<file path="config.mk">
export PLATFORM = sky130hd
export DESIGN_NAME = rssi_bar_level_hysteresis
export DESIGN_NICKNAME = d
export VERILOG_FILES = /design/src/rtl/rbl_pkg.sv /design/src/rtl/rbl_ema.sv /design/src/rtl/rbl_bars.sv /design/src/rtl/rssi_bar_level_hysteresis.sv
export SDC_FILE = /design/constraint.sdc
export NUM_CORES = 1
export LEC_CHECK = 0
export BUFFER_PORTS_ARGS = -buffer_cell sky130_fd_sc_hd__buf_2
export CAP_MARGIN = 10
export CORE_AREA = 2 2 224 226
export CTS_BUF_LIST = sky130_fd_sc_hd__clkbuf_16
export CTS_CLUSTER_SIZE = 14
export DETAILED_ROUTE_END_ITERATION = 6
export DIE_AREA = 0 0 226 228
export PLACE_DENSITY = 0.35
export SLEW_MARGIN = 30
export SYNTH_ARGS = -nofsm -noshare
export SYNTH_HDL_FRONTEND = slang
export SYNTH_SLANG_ARGS = --single-unit
</file>
<file path="constraint.sdc">
create_clock -name i_clk -period 16.82 [get_ports i_clk]
set_input_delay 0.841 -clock i_clk [delete_from_list [all_inputs] [get_ports i_clk]]
set_output_delay 0.841 -clock i_clk [all_outputs]
set_load 0.005 [all_outputs]
</file>
<file path="src/rtl/rbl_pkg.sv">
package rbl_pkg;

    // Register map of the configuration port
    localparam logic [1:0] REG_SMOOTHING_WEIGHT = 2'd0;
    localparam logic [1:0] REG_UPPER_THRESHOLD  = 2'd1;
    localparam logic [1:0] REG_LOWER_THRESHOLD  = 2'd2;
    localparam logic [1:0] REG_HYSTERESIS       = 2'd3;

    localparam int CFG_INDEX_W = 2;
    localparam int CFG_DATA_W  = 9;

    // Field widths
    localparam int WEIGHT_W = 9;
    localparam int DBM_W    = 8;
    localparam int HYST_W   = 5;
    localparam int LEVEL_W  = 16;
    localparam int BAR_W    = 2;

    // Weight is Q1.8, so full weight is 256
    localparam int                  WEIGHT_FRAC = 8;
    localparam logic [WEIGHT_W-1:0] WEIGHT_ONE  = 9'd256;

    // Bar codes
    localparam logic [BAR_W-1:0] BARS_NONE  = 2'd0;
    localparam logic [BAR_W-1:0] BARS_ONE   = 2'd1;
    localparam logic [BAR_W-1:0] BARS_TWO   = 2'd2;
    localparam logic [BAR_W-1:0] BARS_THREE = 2'd3;

    // Configuration register set
    typedef struct packed {
        logic [WEIGHT_W-1:0] weight;
        logic [DBM_W-1:0]    upper;
        logic [DBM_W-1:0]    lower;
        logic [HYST_W-1:0]   hyst;
    } t_cfg;

    localparam t_cfg CFG_RESET = '{
        weight: 9'd51,
        upper:  8'hC4,   // -60 dBm
        lower:  8'hB5,   // -75 dBm
        hyst:   5'd4
    };

endpackage

</file>
<file path="src/rtl/rbl_ema.sv">
module rbl_ema #(
    parameter int FRACTION_BITS = 8
) (
    input  logic                                   i_first,
    input  logic signed [rbl_pkg::DBM_W-1:0]       i_sample,
    input  logic signed [rbl_pkg::LEVEL_W-1:0]     i_old,
    input  logic        [rbl_pkg::WEIGHT_W-1:0]    i_weight,
    output logic signed [rbl_pkg::LEVEL_W-1:0]     o_level
);
    import rbl_pkg::*;

    localparam int S_W = DBM_W + FRACTION_BITS;
    localparam int D_W = ((S_W > LEVEL_W) ? S_W : LEVEL_W) + 1;
    localparam int P_W = D_W + WEIGHT_W + 1;

    localparam logic signed [P_W-1:0] LEVEL_MAX = P_W'(32767);
    localparam logic signed [P_W-1:0] LEVEL_MIN = -P_W'(32768);

    logic signed [S_W-1:0]      s_fx;
    logic        [WEIGHT_W-1:0] w_eff;
    logic signed [D_W-1:0]      diff;
    logic signed [P_W-1:0]      prod;
    logic signed [P_W-1:0]      step;
    logic signed [P_W-1:0]      pre;

    // Sample in fixed point
    assign s_fx = {i_sample, {FRACTION_BITS{1'b0}}};

    // Weight above one acts as one
    assign w_eff = i_weight[WEIGHT_W-1] ? WEIGHT_ONE : i_weight;

    // old + floor((sample - old) * w / 256), same as the weighted sum form
    assign diff = D_W'(s_fx) - D_W'(i_old);
    assign prod = P_W'(diff) * $signed({1'b0, w_eff});
    assign step = (prod >>> WEIGHT_FRAC) + P_W'(i_old);

    // First beat after link-up loads the sample directly
    assign pre = i_first ? P_W'(s_fx) : step;

    // Saturate to 16 bits
    always_comb begin
        if (pre > LEVEL_MAX) begin
            o_level = 16'sh7FFF;
        end else if (pre < LEVEL_MIN) begin
            o_level = 16'sh8000;
        end else begin
            o_level = pre[LEVEL_W-1:0];
        end
    end

endmodule

</file>
<file path="src/rtl/rbl_bars.sv">
module rbl_bars #(
    parameter int FRACTION_BITS = 8
) (
    input  logic signed [rbl_pkg::LEVEL_W-1:0] i_level,
    input  logic        [rbl_pkg::BAR_W-1:0]   i_last,
    input  rbl_pkg::t_cfg                      i_cfg,
    output logic        [rbl_pkg::BAR_W-1:0]   o_bars
);
    import rbl_pkg::*;

    localparam int C_W = ((DBM_W + FRACTION_BITS + 2) > LEVEL_W) ?
                         (DBM_W + FRACTION_BITS + 2) : LEVEL_W;

    logic signed [C_W-1:0] lvl;
    logic signed [C_W-1:0] up;
    logic signed [C_W-1:0] lo;
    logic signed [C_W-1:0] h;
    logic signed [C_W-1:0] up_minus;
    logic signed [C_W-1:0] up_plus;
    logic signed [C_W-1:0] lo_minus;
    logic signed [C_W-1:0] lo_plus;

    // Thresholds scaled to the level's fixed-point format
    assign lvl      = C_W'(i_level);
    assign up       = C_W'($signed(i_cfg.upper)) <<< FRACTION_BITS;
    assign lo       = C_W'($signed(i_cfg.lower)) <<< FRACTION_BITS;
    assign h        = $signed(C_W'(i_cfg.hyst)) <<< FRACTION_BITS;
    assign up_minus = up - h;
    assign up_plus  = up + h;
    assign lo_minus = lo - h;
    assign lo_plus  = lo + h;

    // Plain placement with no prior level, hysteresis otherwise
    always_comb begin
        o_bars = i_last;
        case (i_last)
            BARS_NONE: begin
                if (lvl >= up) begin
                    o_bars = BARS_THREE;
                end else if (lvl >= lo) begin
                    o_bars = BARS_TWO;
                end else begin
                    o_bars = BARS_ONE;
                end
            end
            BARS_THREE: begin
                if (lvl < up_minus) begin
                    o_bars = BARS_TWO;
                end
            end
            BARS_ONE: begin
                if (lvl >= lo_plus) begin
                    o_bars = BARS_TWO;
                end
            end
            default: begin
                if (lvl >= up_plus) begin
                    o_bars = BARS_THREE;
                end else if (lvl < lo_minus) begin
                    o_bars = BARS_ONE;
                end
            end
        endcase
    end

endmodule

</file>
<file path="src/rtl/rssi_bar_level_hysteresis.sv">
// Signal-strength bar indicator.
// Input channel (i_in_valid / o_in_stall) carries one beat per sample: the
// link-up flag and the strength in whole dBm. Output channel (o_out_valid /
// i_out_stall) returns one beat per input beat: bar count 0..3 and the
// smoothed level in signed fixed point with FRACTION_BITS fraction bits.
// A taken beat sits in the input register; its average, placement and
// state update happen when it moves to the output register. Throughput
// is one beat per cycle while the receiver does not stall.
// The moving average keeps its state in a register fed back into the same
// cycle, so consecutive beats follow each other without a gap.
// Configuration writes (i_cfg_we) take effect at the next edge.
// Reset (synchronous, active low) empties both registers, clears the
// average and last bar count, and restores the configuration defaults
// (weight 51, thresholds -60 and -75 dBm, hysteresis 4 dB).
// When the receiver stalls, the output beat holds; the input register
// still takes one more beat and then o_in_stall rises until the output
// beat is taken.
module rssi_bar_level_hysteresis #(
    parameter int FRACTION_BITS = 8
) (
    input  logic                                  i_clk,
    input  logic                                  i_rst_n,
    // Configuration
    input  logic                                  i_cfg_we,
    input  logic [rbl_pkg::CFG_INDEX_W-1:0]       i_cfg_index,
    input  logic [rbl_pkg::CFG_DATA_W-1:0]        i_cfg_data,
    // Input channel
    input  logic                                  i_in_valid,
    output logic                                  o_in_stall,
    input  logic                                  i_link_up,
    input  logic signed [rbl_pkg::DBM_W-1:0]      i_sample_dbm,
    // Output channel
    output logic                                  o_out_valid,
    input  logic                                  i_out_stall,
    output logic [rbl_pkg::BAR_W-1:0]             o_bar_level,
    output logic signed [rbl_pkg::LEVEL_W-1:0]    o_smoothed_level_out
);
    import rbl_pkg::*;

    t_cfg                       r_cfg;

    logic                       r_in_valid;
    logic                       r_link;
    logic signed [DBM_W-1:0]    r_sample;

    logic                       r_out_valid;
    logic [BAR_W-1:0]           r_bars_out;
    logic signed [LEVEL_W-1:0]  r_level_out;

    logic signed [LEVEL_W-1:0]  r_level;
    logic                       r_avg_valid;
    logic [BAR_W-1:0]           r_last_bars;

    logic signed [LEVEL_W-1:0]  ema_level;
    logic [BAR_W-1:0]           place_bars;
    logic signed [LEVEL_W-1:0]  n_level;
    logic                       n_avg_valid;
    logic [BAR_W-1:0]           n_bars;

    logic                       advance;
    logic                       in_take;
    logic                       fire;

    // Handshake
    assign advance    = !r_out_valid || !i_out_stall;
    assign o_in_stall = r_in_valid && !advance;
    assign in_take    = i_in_valid && !o_in_stall;
    assign fire       = r_in_valid && advance;

    // Configuration registers
    always_ff @(posedge i_clk) begin
        if (!i_rst_n) begin
            r_cfg <= CFG_RESET;
        end else if (i_cfg_we) begin
            case (i_cfg_index)
                REG_SMOOTHING_WEIGHT: r_cfg.weight <= i_cfg_data;
                REG_UPPER_THRESHOLD:  r_cfg.upper  <= i_cfg_data[DBM_W-1:0];
                REG_LOWER_THRESHOLD:  r_cfg.lower  <= i_cfg_data[DBM_W-1:0];
                REG_HYSTERESIS:       r_cfg.hyst   <= i_cfg_data[HYST_W-1:0];
                default: ;
            endcase
        end
    end

    // Input register
    always_ff @(posedge i_clk) begin
        if (!i_rst_n) begin
            r_in_valid <= 1'b0;
        end else if (!o_in_stall) begin
            r_in_valid <= i_in_valid;
        end
    end

    always_ff @(posedge i_clk) begin
        if (in_take) begin
            r_link   <= i_link_up;
            r_sample <= i_sample_dbm;
        end
    end

    // Averaging and placement
    rbl_ema #(
        .FRACTION_BITS (FRACTION_BITS)
    ) u_ema (
        .i_first  (!r_avg_valid),
        .i_sample (r_sample),
        .i_old    (r_level),
        .i_weight (r_cfg.weight),
        .o_level  (ema_level)
    );

    rbl_bars #(
        .FRACTION_BITS (FRACTION_BITS)
    ) u_bars (
        .i_level (ema_level),
        .i_last  (r_last_bars),
        .i_cfg   (r_cfg),
        .o_bars  (place_bars)
    );

    // Link down clears the average and last bar count and reports no link
    always_comb begin
        if (r_link) begin
            n_level     = ema_level;
            n_avg_valid = 1'b1;
            n_bars      = place_bars;
        end else begin
            n_level     = '0;
            n_avg_valid = 1'b0;
            n_bars      = BARS_NONE;
        end
    end

    // Average state
    always_ff @(posedge i_clk) begin
        if (!i_rst_n) begin
            r_level     <= '0;
            r_avg_valid <= 1'b0;
            r_last_bars <= BARS_NONE;
        end else if (fire) begin
            r_level     <= n_level;
            r_avg_valid <= n_avg_valid;
            r_last_bars <= n_bars;
        end
    end

    // Output register
    always_ff @(posedge i_clk) begin
        if (!i_rst_n) begin
            r_out_valid <= 1'b0;
        end else if (advance) begin
            r_out_valid <= r_in_valid;
        end
    end

    always_ff @(posedge i_clk) begin
        if (fire) begin
            r_bars_out  <= n_bars;
            r_level_out <= n_level;
        end
    end

    assign o_out_valid          = r_out_valid;
    assign o_bar_level          = r_bars_out;
    assign o_smoothed_level_out = r_level_out;

endmodule
</file>
==> flow_metrics.py <==
metrics = {
    "cts": {
        "cts_root_buf": "clkbuf_16",
        "cts_resized": 0,
        "clockBufferDepth": 2,
        "cts_made_buffers": 9,
        "tritoncts": "built",
        "cts-hold-fix-buffers": 0,
        "postCtsSetupRepairBufs": 0,
        "cts_max_level": 3,
        "clock_sinks": 78,
        "insertion_delay_ns": 0.35,
        "clk_pin_slew_ns": 0.07,
    },
    "finish": {
        "regArea_sq_um": 1830,
        "layout-drive-gt1-share": 0.0719,
        "nets": 1782,
        "stdcell_area_sq_um": 13500,
        "syn2layout_area_growth_pct": 11.0,
        "nFillCells": 5396,
        "final_cells": 2161,
        "multi_input_area_sq_um": 9350,
    },
    "placed_design": {
        "place_area_sq_um": 13200,
        "gp_congestion": 0.834,
        "port_buffers": 44,
        "placedCellCount": 2144,
        "dp.final_hpwl_mm": 31.2,
    },
    "yosys": {
        "synth_top_cell_area_share": 0.213,
        "ys_ff_latch": 78,
        "synth_largest_area_cell": "fa_1",
        "async_flop_share": 0,
        "synth_commonest_cells": "inv_1 (210), nand2_1 (203), ha_1 (145)",
        "yosysSeqAreaShare": 0.151,
        "synth_area_sq_um": 12100,
        "synth_nets": 1750,
        "synth_edf_count": 27,
        "yosysWarnings": 0,
        "synthDistinctLibCells": 79,
        "syn_inst": 1451,
        "synthMostInstantiatedCell": "inv_1",
        "syn_avg_cell_area_sq_um": 8.36,
        "ys.flop_type": "dfxtp_1",
        "yosys-top-cells-area": "fa_1 (21%), ha_1 (15%), dfxtp_1 (8.4%), edfxtp_1 (6.7%), inv_1 (6.5%)",
    },
    "critical_path": {
        "worstPathMaxFanout": 25,
        "slowest_delay_ns": 0.63,
        "path_class": "reg2reg",
        "cp_num_cells": 50,
        "crit_path_end_kind": "register",
        "r2r_slack_ns": 3.36,
        "crit_buf_inv": 7,
        "critical_path.slowest_cell": "xnor2_1",
        "crit_path_start_kind": "register",
        "crit_family": "compound AO/OA/AOI/OAI gates",
        "r2r_cells": 50,
        "cp_data_required_time_ns": 16.90,
        "arrival_ns": 13.54,
        "cpMostUsedCell": "inv_1",
    },
    "timing": {
        "slew_headroom": 0.353,
        "finClkSkew_ns": 0.0124,
        "min_period_ns": 13.46,
        "max_freq_ghz": 0.0743,
        "min_period_over_period": 0.800,
        "setup_viol": 0,
        "setup-tns-final_ns": 0,
        "slew_violations": 0,
        "tightest_slew_ns": 0.963,
        "grt_setup_unrepaired": "false",
        "final-hold-violation-count": 0,
    },
    "drt": {
        "routed_wl_mm": 37.4,
        "drc": 0,
        "vias": 9667,
        "viasPerCell": 4.47,
        "wl_per_cell_um": 17.3,
        "drt_pass1_iterations": 4,
        "drtIter0Drc": 415,
        "postRouteAntennaNets": 0,
    },
    "grt": {
        "grt_max_degree": 54,
        "grt_usage": 0.151,
        "gr-total-overflow": 0,
        "grt_pass1_vias": 10365,
        "grt_first_pass_wirelength_mm": 60.0,
        "antenna_found_initial": 0,
    },
    "floorplan": {
        "pin_count": 45,
        "die_area_sq_um": 51500,
        "initial_core_util": 0.246,
        "placement_rows": 82,
        "coreArea_sq_um": 49300,
        "die_w_um": 226,
        "dieHeight_um": 228,
    },
    "status": {
        "status": "complete, no violations",
    },
    "run": {
        "max_cap_violations": 0,
    },
    "worst_hold_path": {
        "min_path_type": "reg2reg",
        "whs_path_depth": 2,
    },
}
## placed cells by master (no fill, tap or decap), types with 4 or more instances in the layout
master       n
inv_1      213
nand2_1    203
ha_1       145
fa_1       129
nor2_1     114
xnor2_1     62
a21oi_1     54
dfxtp_1     51
and2_1      48
buf_2       43
a21boi_0    32
o21ai_0     30
nor2b_1     29
xor2_1      27
edfxtp_1    27
a21o_1      22
nand3_1     22
buf_4       19
o21a_1      17
nor3_1      15
nand2b_1    14
o211ai_1    12
a31oi_1     10
mux2i_1      9
clkbuf_16    9
o21bai_1     8
or2_2        7
and3_1       7
o21ai_1      6
or3_1        6
a31o_2       6
a2111oi_0    5
nor4_1       5
nor3b_1      5
a211oi_1     4
a221oi_1     4
nand4_1      4
o31ai_1      4
## worst paths after layout
path | start | to
hold reg to reg | r_cfg[22] | r_cfg[22]
setup reg to reg | r_level[0] | o_bar_level[0]
setup / recovery | r_level[0] | o_bar_level[0]
hold / removal | r_cfg[22] | r_cfg[22]
## per-layer routing
metal	vias up	wire length [um]	part of all wire	global-route usage
met2	109	17700	0.47	0.254
met1	4714	18700	0.50	0.213
met5	-	0	0	0
li1	4827	-	-	-
met4	0	309	0.0083	0.0242
met3	17	701	0.019	0.0134
## through the flow
stage                     worst slack (ns)  utilization  hold WS [ns]
after floorplan                       5.49            -         0.433
after global placement                3.65        0.267         0.455
after detailed placement              3.29        0.267         0.452
after CTS                             3.25        0.272         0.468
after global routing                  1.93        0.273         0.487
final                                 3.36        0.273         0.467
## tightest hold or removal path, stage by stage (launching register included)
cell	delay, ns
dfxtp_1	0.32
nand2_1	0.05
nand3_1	0.07
## final cells by class
class,count,share of cell area
sequential,78,0.136
inverter,211,0.0589
clock inverter,7,0.00446
clock buffer,9,0.0167
antenna,1,0.000186
multi-input combinational,1121,0.695
timing repair buffer,62,0.0266
tap,672,0.0625
## state kept, by name (all words and copies together) (netlist names)
register and flops:
r_cfg 30, r_sample 8, r_level 16, o_bar_level 2, o_out_valid 1, r_last_bars 2, r_link 1, r_in_valid 1
o_smoothed_level_out 16, r_avg_valid 1
## kinds of logic (layout without fill, tap and decap cells)
family / after synthesis / after routing / share of synthesized area
compound gates: 250 / 250 / 0.143
xor+xnor: 89 / 89 / 0.0643
fa+ha+maj: 275 / 275 / 0.363
buf+inv: 252 / 289 / 0.0791
flops: 78 / 78 / 0.151
mux: 10 / 10 / 0.00836
other cells: 0 / 1 / 0
simple gates: 497 / 497 / 0.191
Power is left out: the tool's default activity adds up to more than one toggle a clock period on the data nets, which glitch-free logic cannot reach.
